--- config.mk ---
export PLATFORM = sky130hd
export DESIGN_NAME = volume_border_index
export DESIGN_NICKNAME = d
export VERILOG_FILES = /design/src/rtl/vbi_pkg.sv /design/src/rtl/volume_border_index.sv /design/src/rtl/vbi_axis_prep.sv /design/src/rtl/vbi_mod_stage.sv /design/src/rtl/vbi_index.sv
export SDC_FILE = /design/constraint.sdc
export NUM_CORES = 2
export LEC_CHECK = 0
export BUFFER_PORTS_ARGS = -buffer_cell sky130_fd_sc_hd__buf_2
export CAP_MARGIN = 15
export CORE_UTILIZATION = 30
export DETAILED_ROUTE_END_ITERATION = 8
export GPL_ROUTABILITY_DRIVEN = 0
export SETUP_SLACK_MARGIN = 0.05
export SLEW_MARGIN = 20
export SYNTH_ARGS = -nofsm -noshare
export SYNTH_HDL_FRONTEND = slang
export SYNTH_SLANG_ARGS = --single-unit
export TNS_END_PERCENT = 30
--- constraint.sdc ---
create_clock -name clk -period 25.8 [get_ports clk]
set_clock_uncertainty 0.1 [all_clocks]
set_input_delay 1.29 -clock clk [delete_from_list [all_inputs] [get_ports clk]]
set_output_delay 1.29 -clock clk [all_outputs]
set_load 0.02 [all_outputs]
--- src/rtl/vbi_pkg.sv ---
// Shared types and constants for the volume border index block.
// Holds the beat payload structs, the border mode codes and the register map.
// No dependencies.
package vbi_pkg;

  localparam int COORD_W   = 16;
  localparam int INDEX_W   = 30;
  localparam int CFG_W     = 11;
  localparam int CFG_IDX_W = 2;

  typedef enum logic [1:0] {
    MODE_CLAMP  = 2'd0,
    MODE_MIRROR = 2'd1,
    MODE_WRAP   = 2'd2,
    MODE_UNSUP  = 2'd3
  } mode_t;

  localparam logic [CFG_IDX_W-1:0] REG_EXTENT_X    = 2'd0;
  localparam logic [CFG_IDX_W-1:0] REG_EXTENT_Y    = 2'd1;
  localparam logic [CFG_IDX_W-1:0] REG_EXTENT_Z    = 2'd2;
  localparam logic [CFG_IDX_W-1:0] REG_BORDER_MODE = 2'd3;

  typedef struct packed {
    logic signed [COORD_W-1:0] slice_coord;
    logic signed [COORD_W-1:0] row_coord;
    logic signed [COORD_W-1:0] col_coord;
  } coord_t;

  typedef struct packed {
    logic [INDEX_W-1:0] linear_index;
    logic               fault;
  } result_t;

endpackage

--- src/rtl/volume_border_index.sv ---
// Border handling and linear addressing for a 3D volume: clamp, mirror or wrap per axis.
// Pipeline: axis prep, the wrap remainder chain, select, multiply and sum; the wrap remainder chain
// resolves four coordinate bits per stage and sets the depth.
// Throughput: one beat per cycle while out_ready is high; a held result lets new beats enter until the stages fill.
// Reset clears all valid bits and loads extents of 1 and clamp mode.
// Depends on vbi_pkg, vbi_axis_prep, vbi_mod_stage and vbi_index.
module volume_border_index #(
  parameter int MAX_EXTENT = 1024,
  parameter int COORD_BITS = 16
) (
  input  logic                            clk,
  input  logic                            rst,
  input  logic                            in_valid,
  output logic                            in_ready,
  input  vbi_pkg::coord_t                 in_data,
  output logic                            out_valid,
  input  logic                            out_ready,
  output vbi_pkg::result_t                out_data,
  input  logic                            cfg_wr_en,
  input  logic [vbi_pkg::CFG_IDX_W-1:0]   cfg_index,
  input  logic [vbi_pkg::CFG_W-1:0]       cfg_wr_data
);

  localparam int EXT_W  = $clog2(MAX_EXTENT + 1);
  localparam int IDX_W  = $clog2(MAX_EXTENT);
  localparam int AREA_W = 2 * EXT_W;
  localparam int STEP   = 4;
  localparam int NSTG   = (COORD_BITS + STEP - 1) / STEP;
  localparam int PAD_W  = NSTG * STEP;
  localparam int SIDE_W = IDX_W + 2;
  localparam int NST    = NSTG + 4;
  localparam int CMP_W  = (EXT_W > vbi_pkg::CFG_W) ? EXT_W : vbi_pkg::CFG_W;
  localparam int S_SEL  = NSTG + 1;
  localparam int S_MUL  = NSTG + 2;
  localparam int S_SUM  = NSTG + 3;

  logic [vbi_pkg::CFG_W-1:0] extent_x, extent_y, extent_z;
  vbi_pkg::mode_t            border_mode;
  logic [EXT_W-1:0]          ext_ax [3];
  logic [AREA_W-1:0]         area;

  logic [NST-1:0] vld, en;

  logic [vbi_pkg::COORD_W-1:0] raw_ax [3];
  logic [COORD_BITS-1:0]       prep_mag [3];
  logic                        prep_neg [3];
  logic [IDX_W-1:0]            prep_alt [3];
  logic                        prep_fault [3];

  logic [EXT_W-1:0]  rem_s  [3][NSTG+1];
  logic [PAD_W-1:0]  mag_s  [3][NSTG+1];
  logic [SIDE_W-1:0] side_s [3][NSTG+1];

  logic [IDX_W-1:0] sel_val [3];
  logic [IDX_W-1:0] sel_c   [3];
  logic             sel_f;
  logic [EXT_W-1:0] diff    [3];

  function automatic logic [EXT_W-1:0] eff_extent(input logic [vbi_pkg::CFG_W-1:0] v);
    logic [CMP_W-1:0] x;
    logic [CMP_W-1:0] e;
    x = CMP_W'(v);
    if (x == '0) begin
      e = CMP_W'(1);
    end else if (x > CMP_W'(MAX_EXTENT)) begin
      e = CMP_W'(MAX_EXTENT);
    end else begin
      e = x;
    end
    return e[EXT_W-1:0];
  endfunction

  // Configuration registers.
  always_ff @(posedge clk) begin
    if (rst) begin
      extent_x    <= vbi_pkg::CFG_W'(1);
      extent_y    <= vbi_pkg::CFG_W'(1);
      extent_z    <= vbi_pkg::CFG_W'(1);
      border_mode <= vbi_pkg::MODE_CLAMP;
    end else if (cfg_wr_en) begin
      unique case (cfg_index)
        vbi_pkg::REG_EXTENT_X:    extent_x    <= cfg_wr_data;
        vbi_pkg::REG_EXTENT_Y:    extent_y    <= cfg_wr_data;
        vbi_pkg::REG_EXTENT_Z:    extent_z    <= cfg_wr_data;
        vbi_pkg::REG_BORDER_MODE: border_mode <= vbi_pkg::mode_t'(cfg_wr_data[1:0]);
        default: ;
      endcase
    end
  end

  // Axis order throughout: slice, row, column.
  assign ext_ax[0] = eff_extent(extent_z);
  assign ext_ax[1] = eff_extent(extent_y);
  assign ext_ax[2] = eff_extent(extent_x);
  assign raw_ax[0] = in_data.slice_coord;
  assign raw_ax[1] = in_data.row_coord;
  assign raw_ax[2] = in_data.col_coord;

  // The slice product is first used several stages in, well after any
  // configuration write has settled.
  always_ff @(posedge clk) begin
    area <= AREA_W'(ext_ax[2]) * AREA_W'(ext_ax[1]);
  end

  // Each stage advances when it is empty or the stage after it advances.
  always_comb begin
    en[NST-1] = ~vld[NST-1] | out_ready;
    for (int i = NST - 2; i >= 0; i--) begin
      en[i] = ~vld[i] | en[i+1];
    end
  end

  always_ff @(posedge clk) begin
    if (rst) begin
      vld <= '0;
    end else begin
      if (en[0]) begin
        vld[0] <= in_valid;
      end
      for (int i = 1; i < NST; i++) begin
        if (en[i]) begin
          vld[i] <= vld[i-1];
        end
      end
    end
  end

  assign in_ready  = en[0];
  assign out_valid = vld[NST-1];

  for (genvar a = 0; a < 3; a++) begin : g_axis
    vbi_axis_prep #(
      .MAX_EXTENT (MAX_EXTENT),
      .COORD_BITS (COORD_BITS)
    ) u_prep (
      .clk   (clk),
      .en    (en[0]),
      .raw   (raw_ax[a]),
      .ext   (ext_ax[a]),
      .mode  (border_mode),
      .mag   (prep_mag[a]),
      .neg   (prep_neg[a]),
      .alt   (prep_alt[a]),
      .fault (prep_fault[a])
    );

    assign rem_s[a][0]  = '0;
    assign mag_s[a][0]  = PAD_W'(prep_mag[a]);
    assign side_s[a][0] = {prep_fault[a], prep_neg[a], prep_alt[a]};

    for (genvar k = 0; k < NSTG; k++) begin : g_mod
      vbi_mod_stage #(
        .EXT_W  (EXT_W),
        .MAG_W  (PAD_W),
        .STEP   (STEP),
        .SIDE_W (SIDE_W)
      ) u_mod (
        .clk      (clk),
        .en       (en[k+1]),
        .ext      (ext_ax[a]),
        .rem_in   (rem_s[a][k]),
        .mag_in   (mag_s[a][k]),
        .side_in  (side_s[a][k]),
        .rem_out  (rem_s[a][k+1]),
        .mag_out  (mag_s[a][k+1]),
        .side_out (side_s[a][k+1])
      );
    end
  end

  // Wrap of a negative coordinate folds a non-zero remainder back from the extent; other modes pass the prep result.
  always_comb begin
    for (int a = 0; a < 3; a++) begin
      diff[a] = ext_ax[a] - rem_s[a][NSTG];
      if (border_mode == vbi_pkg::MODE_WRAP) begin
        if (side_s[a][NSTG][IDX_W] && (rem_s[a][NSTG] != '0)) begin
          sel_val[a] = diff[a][IDX_W-1:0];
        end else begin
          sel_val[a] = rem_s[a][NSTG][IDX_W-1:0];
        end
      end else begin
        sel_val[a] = side_s[a][NSTG][IDX_W-1:0];
      end
    end
  end

  always_ff @(posedge clk) begin
    if (en[S_SEL]) begin
      for (int a = 0; a < 3; a++) begin
        sel_c[a] <= sel_val[a];
      end
      sel_f <= side_s[0][NSTG][IDX_W+1] | side_s[1][NSTG][IDX_W+1]
             | side_s[2][NSTG][IDX_W+1];
    end
  end

  vbi_index #(
    .MAX_EXTENT (MAX_EXTENT)
  ) u_index (
    .clk      (clk),
    .en_mul   (en[S_MUL]),
    .en_sum   (en[S_SUM]),
    .c        (sel_c[2]),
    .r        (sel_c[1]),
    .s        (sel_c[0]),
    .ex       (ext_ax[2]),
    .area     (area),
    .fault_in (sel_f),
    .result   (out_data)
  );

endmodule

--- src/rtl/vbi_axis_prep.sv ---
// First pipeline stage for one axis: coordinate decode, clamp and mirror results,
// and the magnitude that feeds the wrap remainder chain.
// Depends on vbi_pkg.
module vbi_axis_prep #(
  parameter int MAX_EXTENT = 1024,
  parameter int COORD_BITS = 16
) (
  input  logic                                    clk,
  input  logic                                    en,
  input  logic [vbi_pkg::COORD_W-1:0]             raw,
  input  logic [$clog2(MAX_EXTENT+1)-1:0]         ext,
  input  vbi_pkg::mode_t                          mode,
  output logic [COORD_BITS-1:0]                   mag,
  output logic                                    neg,
  output logic [$clog2(MAX_EXTENT)-1:0]           alt,
  output logic                                    fault
);

  localparam int EXT_W = $clog2(MAX_EXTENT + 1);
  localparam int IDX_W = $clog2(MAX_EXTENT);
  localparam int RAW_W = (COORD_BITS > vbi_pkg::COORD_W) ? COORD_BITS : vbi_pkg::COORD_W;
  localparam int W     = ((COORD_BITS > EXT_W + 1) ? COORD_BITS : EXT_W + 1) + 2;

  logic [RAW_W-1:0]             raw_ext;
  logic signed [COORD_BITS-1:0] cval;
  logic signed [W-1:0]          cw, ew, emax, clamp_v, mir, mir_cl, mag_w, alt_w;
  logic                         is_neg, over, mir_lo, mir_hi, fault_w;

  always_comb begin
    raw_ext = RAW_W'(raw);
    cval    = raw_ext[COORD_BITS-1:0];
    cw      = W'(cval);
    ew      = W'({1'b0, ext});
    emax    = ew - W'(1);
    is_neg  = cw[W-1];
    over    = (cw >= ew);

    clamp_v = is_neg ? '0 : (over ? emax : cw);

    // Mirror reflects once; a far overshoot is still outside and gets clamped.
    mir    = is_neg ? ~cw : (over ? (emax + ew - cw) : cw);
    mir_lo = mir[W-1];
    mir_hi = (mir >= ew);
    mir_cl = mir_lo ? '0 : (mir_hi ? emax : mir);

    mag_w  = is_neg ? -cw : cw;

    unique case (mode)
      vbi_pkg::MODE_CLAMP: begin
        alt_w   = clamp_v;
        fault_w = 1'b0;
      end
      vbi_pkg::MODE_MIRROR: begin
        alt_w   = mir_cl;
        fault_w = mir_lo | mir_hi;
      end
      vbi_pkg::MODE_WRAP: begin
        alt_w   = '0;
        fault_w = 1'b0;
      end
      default: begin
        alt_w   = clamp_v;
        fault_w = 1'b1;
      end
    endcase
  end

  always_ff @(posedge clk) begin
    if (en) begin
      mag   <= mag_w[COORD_BITS-1:0];
      neg   <= is_neg;
      alt   <= alt_w[IDX_W-1:0];
      fault <= fault_w;
    end
  end

endmodule

--- src/rtl/vbi_mod_stage.sv ---
// One stage of the pipelined remainder unit: STEP restoring steps of
// magnitude modulo extent, with side data carried alongside.
// No package dependencies.
module vbi_mod_stage #(
  parameter int EXT_W  = 11,
  parameter int MAG_W  = 16,
  parameter int STEP   = 4,
  parameter int SIDE_W = 12
) (
  input  logic              clk,
  input  logic              en,
  input  logic [EXT_W-1:0]  ext,
  input  logic [EXT_W-1:0]  rem_in,
  input  logic [MAG_W-1:0]  mag_in,
  input  logic [SIDE_W-1:0] side_in,
  output logic [EXT_W-1:0]  rem_out,
  output logic [MAG_W-1:0]  mag_out,
  output logic [SIDE_W-1:0] side_out
);

  logic [EXT_W-1:0] r;
  logic [MAG_W-1:0] m;
  logic [EXT_W:0]   t;

  always_comb begin
    r = rem_in;
    m = mag_in;
    t = '0;
    for (int k = 0; k < STEP; k++) begin
      t = {r, m[MAG_W-1]};
      m = {m[MAG_W-2:0], 1'b0};
      if (t >= {1'b0, ext}) begin
        t = t - {1'b0, ext};
      end
      r = t[EXT_W-1:0];
    end
  end

  always_ff @(posedge clk) begin
    if (en) begin
      rem_out  <= r;
      mag_out  <= m;
      side_out <= side_in;
    end
  end

endmodule

--- src/rtl/vbi_index.sv ---
// Last two pipeline stages: the partial products of the linear index,
// then their sum into the output register.
// Depends on vbi_pkg.
module vbi_index #(
  parameter int MAX_EXTENT = 1024
) (
  input  logic                                clk,
  input  logic                                en_mul,
  input  logic                                en_sum,
  input  logic [$clog2(MAX_EXTENT)-1:0]       c,
  input  logic [$clog2(MAX_EXTENT)-1:0]       r,
  input  logic [$clog2(MAX_EXTENT)-1:0]       s,
  input  logic [$clog2(MAX_EXTENT+1)-1:0]     ex,
  input  logic [2*$clog2(MAX_EXTENT+1)-1:0]   area,
  input  logic                                fault_in,
  output vbi_pkg::result_t                    result
);

  localparam int EXT_W  = $clog2(MAX_EXTENT + 1);
  localparam int IDX_W  = $clog2(MAX_EXTENT);
  localparam int AREA_W = 2 * EXT_W;
  localparam int PR_W   = IDX_W + EXT_W;
  localparam int PS_W   = IDX_W + AREA_W;
  localparam int SUM_W  = (PS_W + 2 > vbi_pkg::INDEX_W) ? PS_W + 2 : vbi_pkg::INDEX_W;

  logic [IDX_W-1:0] c_q;
  logic [PR_W-1:0]  pr_q;
  logic [PS_W-1:0]  ps_q;
  logic             f_q;
  logic [SUM_W-1:0] sum;

  always_ff @(posedge clk) begin
    if (en_mul) begin
      c_q  <= c;
      pr_q <= PR_W'(r) * PR_W'(ex);
      ps_q <= PS_W'(s) * PS_W'(area);
      f_q  <= fault_in;
    end
  end

  assign sum = SUM_W'(c_q) + SUM_W'(pr_q) + SUM_W'(ps_q);

  always_ff @(posedge clk) begin
    if (en_sum) begin
      result.linear_index <= sum[vbi_pkg::INDEX_W-1:0];
      result.fault        <= f_q;
    end
  end

endmodule

## Word level (Yosys, flattened, before mapping)

Memories as Yosys holds them, arrays and structs flattened. A register that Yosys moved wholly into a read port is not among the register bits.
Cells that the tools add are included.

- Register bits: 581
- RAM bits: 30
- Input bits: 66
- Output and inout port bits: 33
- Logic and storage cells: 327
- Memories: 1

- Add/sub/neg operators: 65
- Multipliers: 3
- Magnitude comparators: 57
- Eq/ne operators: 5
- Multiplexer cells: 89
- Bitwise operators: 24
- Reduce and logical (&&, ||, !) cells: 16

Memory list:

| memory | words | bits a word | read ports | clocked after memory_dff | wr ports | RTL line | source |
|---|---|---|---|---|---|---|---|
| sel_c | 3 | 10 | 3 | 1 | 3 | volume_border_index.sv:55 | `logic [IDX_W-1:0] sel_c [3];` |

Operators by type and width:

| kind | count |
|---|---|
| $mux W11 | 54 |
| $ge A12 B11 Y1 | 45 |
| $sub A11 B11 Y11 | 45 |
| $mux W10 | 18 |
| $mux W18 | 6 |
| $pmux W10 S2 | 3 |
| $ge A18 B12 Y1 | 3 |
| $not A16 Y18 | 3 |
| $sub A18 B16 Y18 | 3 |
| $ge A16 B12 Y1 | 3 |
| $neg A16 Y16 | 3 |
| $mux W15 | 3 |
| $add A12 B12 Y13 | 3 |
| $sub A11 B1 Y12 const B | 3 |
| $ge A1 B11 Y1 | 3 |
| $gt A11 B11 Y1 const B | 3 |
| $logic_not A11 Y1 | 3 |
| $reduce_bool A11 Y1 | 3 |
| $sub A1 B11 Y11 | 3 |
| $add A22 B30 Y30 | 1 |
| $mul A10 B22 Y30 | 1 |
| $sub A10 B10 Y10 | 3 |
| $add A10 B21 Y22 | 1 |
| $mul A11 B11 Y22 | 1 |
| other kinds (11) | 42 |

## Logic depth before layout (Yosys ltp)

- Word-level depth: 12
- Gate-level depth with buffers: 51
- Mapped depth without buffers: 46

## By module

From an unflattened synthesis, not the netlist that was laid out.

- Cells, all modules: 8124
- Area total of the unflattened synthesis: 76776.1 sq um

By module, submodules not included:

| module | instances | cells each | area an instance (sq um) | sequential area each (sq um) |
|---|---|---|---|---|
| vbi_mod_stage (g_axis[1].g_mod[2].u_mod ...) | 6 | 364 | 3564.7 | 1051.0 |
| vbi_mod_stage (g_axis[0].g_mod[0].u_mod ...) | 5 | 361 | 3518.4 | 1051.0 |
| vbi_index | 1 | 1512 | 14830.5 | 2792.7 |
| vbi_axis_prep | 3 | 397 | 3512.1 | 840.8 |
| volume_border_index | 1 | 1071 | 8903.5 | 2232.1 |
| vbi_mod_stage (g_axis[1].g_mod[1].u_mod) | 1 | 361 | 3525.9 | 1051.0 |

## Worst setup path before layout

OpenSTA, ideal clock, no wires.

- Path type: reg2reg
- From: register extent_y[10] (netlist bit)
- To: register g_axis[1].g_mod[2].u_mod.rem_out[6], data pin
- Library setup time: 0.260 ns
- Data arrival time: 11.353 ns
- Required time: 25.440 ns
- Path slack: 14.087 ns
- Stages on the path, launching flop included: 42
- Buffers on the path: 5
- Period minus slack after synthesis: 11.713 ns
- Cells stage by stage: dfxtp_1 > clkbuf_1 > nor2b_1 > clkbuf_1 > clkinv_1 > fa_1 > a211oi_1 > o21a_1 > o31ai_1 > a21oi_1 > clkbuf_1 > mux2_2 > ha_1 > a21oi_1 > o21ai_0 > a2111o_1 > a21oi_1 > o21a_1 > [... 6 more ...] > a21o_1 > a31oi_1 > or4_1 > a31oi_1 > o211ai_1 > nor2_1 > a21oi_1 > fa_1 > a21o_1 > a21oi_1 > o21ai_0 > a2111o_1 > a21o_1 > a31o_2 > a211oi_1 > mux2i_2 > buf_2 > mux2_2

- Longest elaborated chain between the ends: 11
- Elaborated cells on any way between the ends: 16
- Those cells by class: add/sub: 4; order compare: 5; mux: 6; reduce/logical: 1

RTL lines:

| element | RTL line | source |
|---|---|---|
| start, declared | volume_border_index.sv:37 | `logic [vbi_pkg::CFG_W-1:0] extent_x, extent_y, extent_z;` |
| start signal, assigned | volume_border_index.sv:77 | `extent_y <= vbi_pkg::CFG_W'(1);` |
| start signal, assigned | volume_border_index.sv:83 | `vbi_pkg::REG_EXTENT_Y: extent_y <= cfg_wr_data;` |
| $gt A11 B11 Y1 | volume_border_index.sv:65 | `end else if (x > CMP_W'(MAX_EXTENT)) begin` |
| $mux W11 | volume_border_index.sv:65 |  |
| $mux W11 * | volume_border_index.sv:63 | `if (x == '0) begin` |
| $sub A11 B11 Y11 / $ge A12 B11 Y1 (equally long branches) | vbi_mod_stage.sv:33, vbi_mod_stage.sv:32 |  |
| $mux W11 | vbi_mod_stage.sv:32 | `if (t >= {1'b0, ext}) begin` |
| $sub A11 B11 Y11 / $ge A12 B11 Y1 (equally long branches) | vbi_mod_stage.sv:33, vbi_mod_stage.sv:32 |  |
| $mux W11 | vbi_mod_stage.sv:32 |  |
| $sub A11 B11 Y11 / $ge A12 B11 Y1 (equally long branches) | vbi_mod_stage.sv:33, vbi_mod_stage.sv:32 |  |
| $mux W11 | vbi_mod_stage.sv:32 |  |
| $sub A11 B11 Y11 / $ge A12 B11 Y1 (equally long branches) | vbi_mod_stage.sv:33, vbi_mod_stage.sv:32 |  |
| $mux W11 * | vbi_mod_stage.sv:32 |  |
| via g_axis[1].g_mod[2].u_mod.t[6] | vbi_mod_stage.sv:23 | `logic [EXT_W:0] t;` |
| end signal, assigned | vbi_mod_stage.sv:41 | `rem_out <= r;` |
| end, declared | vbi_mod_stage.sv:16 | `output logic [EXT_W-1:0] rem_out,` |

Mark *: on every way through the listed nets, which the timed path passes. The rest lies on a longest branch.
A chain may end at the register's enable or synchronous reset.

## Worst setup path after layout

- From: register extent_z[10] (netlist bit)
- To: register g_axis[0].g_mod[3].u_mod.rem_out[6], data pin

- Longest elaborated chain between the ends: 11
- Elaborated cells on any way between the ends: 16
- Those cells by class: add/sub: 4; order compare: 5; mux: 6; reduce/logical: 1

RTL lines:

| element | RTL line | source |
|---|---|---|
| start, declared | volume_border_index.sv:37 |  |
| start signal, assigned | volume_border_index.sv:78 | `extent_z <= vbi_pkg::CFG_W'(1);` |
| start signal, assigned | volume_border_index.sv:84 | `vbi_pkg::REG_EXTENT_Z: extent_z <= cfg_wr_data;` |
| $gt A11 B11 Y1 | volume_border_index.sv:65 |  |
| $mux W11 | volume_border_index.sv:65 |  |
| $mux W11 * | volume_border_index.sv:63 |  |
| $sub A11 B11 Y11 / $ge A12 B11 Y1 (equally long branches) | vbi_mod_stage.sv:33, vbi_mod_stage.sv:32 |  |
| $mux W11 | vbi_mod_stage.sv:32 |  |
| $sub A11 B11 Y11 / $ge A12 B11 Y1 (equally long branches) | vbi_mod_stage.sv:33, vbi_mod_stage.sv:32 |  |
| $mux W11 | vbi_mod_stage.sv:32 |  |
| $sub A11 B11 Y11 / $ge A12 B11 Y1 (equally long branches) | vbi_mod_stage.sv:33, vbi_mod_stage.sv:32 |  |
| $mux W11 | vbi_mod_stage.sv:32 |  |
| $sub A11 B11 Y11 / $ge A12 B11 Y1 (equally long branches) | vbi_mod_stage.sv:33, vbi_mod_stage.sv:32 |  |
| $mux W11 * | vbi_mod_stage.sv:32 |  |
| via g_axis[0].g_mod[3].u_mod.t[6] | vbi_mod_stage.sv:23 |  |
| end signal, assigned | vbi_mod_stage.sv:41 |  |
| end, declared | vbi_mod_stage.sv:16 |  |

Marks and branches as above.

==> results.md <==
* Number of failing hold endpoints at the final stage at 0
* Area of the core at 237600 µm²
* Total GRT Usage at 0.1647
* Number of synthesis warnings at 0
* Width of the chip at slightly below 500 µm
* Top post-synthesis cells by area: edfxtp_1, ha_1, fa_1
* Seq cells post-synth at 621
* Source-to-sink clock delay at the later pin of the worst-skew pair at around 0.70 ns
* Avg Cell Area, Syn at roughly 9.1 µm²
* Cell type contributing the most total cell area after synthesis: edfxtp_1
* Min-delay worst type: flip-flop to flip-flop
* Total negative slack at 0 ns
* Share of the synthesized area in the top cell type at 0.2331
* Pins over their slew limit at 0
* DRT Pass-1 Iters at 6
* Layout Area Growth over Synthesis at 9.720%
* Final setup violation count at 0
* Sink count of the clock tree at slightly above 600
* Result of the run: finished, final reports clean
* Worst slew pin tran at 1.207 ns
* Required time reported for the critical path endpoint at between 20 and 30 ns
* Maximum number of pins on one net before global-route repair at 70
* CP max stage cell: dfxtp_1
* Nature of the critical path startpoint: flip-flop
* HPWL after detailed placement at between 150000 and 200000 µm
* Number of buffers added by the clock tree synthesis step at 77
* Final critical path time including I/O delays and setup at between 10 and 15 ns
* Nets at between 9k and 10k
* Total area of multi-input combinational cells at 49930 µm²
* Maximum operating frequency at 79.10 MHz
* Die area at about 240000 µm²
* Arrival time of the worst setup path at around 13 ns
* Post-CTS setup buffer count at 0
* Routed Antenna Nets at 0
* Routed wire length at 203000 µm
* Routed vias at 58.89k
* CTS tree: yes
* CTS H-Tree Depth at 3
* Count of flip-flops with a built-in enable after synthesis at 556
* Fill count at 24.21k
* FP Rows at 179
* Share of the clock period used by the worst path after layout at 0.4900
* Antenna violations before repair at 33
* Number of different library cells in the post-synthesis netlist at around 110
* Post-CTS Hold Buffers at 0
* Post-DR wirelength/cell at 18.12 µm
* Max-cap check violation count at 0
* Async set-or-reset flop fraction in the synthesized netlist at 0
* Clock slew at the register clock pins of the worst setup and hold paths at 0.06 ns
* Total area of sequential cells at 18000 µm²
* Root Buffer: clkbuf_16
* Portion of the post-synthesis area used by sequential elements at 0.2513
* Maximum number of buffers from clock root to sink at 3
* IO Count at ~100
* Number of resized instances in the post-cts repair step at 0
* Unrepaired setup endpoints after global routing: false
* Congestion Overflow GR at 0
* Number of DRC violations after detailed routing at 0
* Leading cell type by number of instances after synthesis: ha_1
* Routed vias/inst at 5.258
* Predominant post-synthesis flop cell: edfxtp_1
* Critical path fanouts, max at 22
* Path type of the worst setup path: flip-flop to flip-flop
* Worst Setup End Kind: flip-flop
* Synth top cells by count: ha_1, inv_1, nand2_1
* Layout cell share with drive strength beyond 1 at 0.08531
* Vertical die dimension at about 490 µm
* First-pass GRT wire length at 320000 µm
* Normalized max-slew margin at 0.1952
* Largest stage delay, worst path at 0.79 ns
* Vias in the first global route at 58.52k
* IO Port Bufs at 98
* Post-synth design cell area at 71620 µm²
* Starting Density at 0.3014
* Initial DRC count at 4307
* Post-Synthesis Cells at 7894
-- registers in the layout, summed over array words and instances, names as in the netlist --
name	flops
extent_x	11
border_mode	2
u_index.f_q	1
u_index.pr_q	21
g_axis.u_prep.mag	48
u_index.c_q	10
u_index.result	31
g_axis.u_prep.alt	30
g_axis.g_mod.u_mod.mag_out	72
sel_c	30
g_axis.u_prep.neg	3
area	22
extent_z	11
g_axis.g_mod.u_mod.side_out	144
g_axis.u_prep.fault	3
u_index.ps_q	30
sel_f	1
g_axis.g_mod.u_mod.rem_out	132
vld	8
extent_y	11
-- per-stage QoR --
step	hold WS [ns]	setup slack, ns	util	cell area, µm²	cells
floorplan	0.3003	14.09	-	71670	7905
global route	0.3106	12.19	0.3307	78580	11198
CTS	0.3032	13.11	0.3304	78510	11183
global placement	0.3004	13.11	0.3196	75950	11041
detailed placement	0.3045	13.18	0.3197	75960	11041
finish	0.3043	13.16	0.3307	78590	11200
-- kinds of logic (layout without fill, tap and decap cells) --
logic type,after synthesis,in the layout,share of synthesized area
buffers and inverters,994,1107,0.05323
adder cells (fa/ha/maj),1253,1253,0.2572
AO/OA/AOI/OAI,1673,1673,0.1545
multiplexers,397,397,0.06118
other,1,27,0.00005236
AND/OR/NAND/NOR,2470,2470,0.1632
flip-flops,621,621,0.2513
XOR/XNOR,485,485,0.05931
-- worst max-delay path, delay by kind of cell (launching register included) --
family          cells  cell delay, ns
simple gates        8            1.37
flops               1            0.79
fa+ha+maj           4            1.83
mux                 1            0.36
buf+inv             4            1.61
compound gates     25            6.30
-- metal layers --
metal | vias up | track usage | routed length, µm
met5 | - | 0 | 85
met4 | 12 | 0.07575 | 9327
met3 | 440 | 0.02366 | 11220
met2 | 1690 | 0.2705 | 92170
met1 | 28428 | 0.2129 | 90170
li1 | 28320 | - | -
-- cell type report --
type | instances | area share
Timing Repair Buffer | 191 | 0.01522
Inverter | 774 | 0.03697
Clock inverter | 48 | 0.006384
Sequential cell | 621 | 0.2290
Clock buffer | 94 | 0.02611
Antenna cell | 15 | 0.0004776
Multi-Input combinational cell | 6290 | 0.6354
Tap cell | 3167 | 0.05042
-- final timing paths --
check / from / end / slack (ns) / depth (start not counted)
hold reg to reg: g_axis[0].g_mod[2].u_mod.side_out[2] / g_axis[0].g_mod[3].u_mod.side_out[2] / 0.30 / 0
setup / recovery: extent_z[10] / g_axis[0].g_mod[3].u_mod.rem_out[6] / 13.16 / 42
setup reg to reg: extent_z[10] / g_axis[0].g_mod[3].u_mod.rem_out[6] / 13.16 / 42
hold / removal: g_axis[0].g_mod[2].u_mod.side_out[2] / g_axis[0].g_mod[3].u_mod.side_out[2] / 0.30 / 0
-- cells in the final DEF, fill, tap and decap left out, types with 23 or more instances in the layout --
cell type,count
a2111oi_0,24
a211o_1,23
a211oi_1,58
a21boi_0,80
a21o_1,123
a21oi_1,413
a31oi_1,63
and2_1,156
and3_1,40
buf_2,98
buf_4,92
clkbuf_16,78
dfxtp_1,65
edfxtp_1,556
fa_1,366
ha_1,886
inv_1,759
mux2_2,248
mux2i_1,125
nand2_1,753
nand2b_1,60
nand3_1,126
nand3b_1,27
nand4_1,106
nor2_1,648
nor2b_1,134
nor3_1,238
nor4_1,35
o211ai_1,49
o21a_1,105
o21ai_0,356
o21bai_1,35
o221ai_1,24
o31ai_1,51
or2_2,31
or3_1,44
xnor2_1,338
xor2_1,147
Power is left out: the tool's default activity adds up to more than one toggle a clock period on the data nets, which glitch-free logic cannot reach.
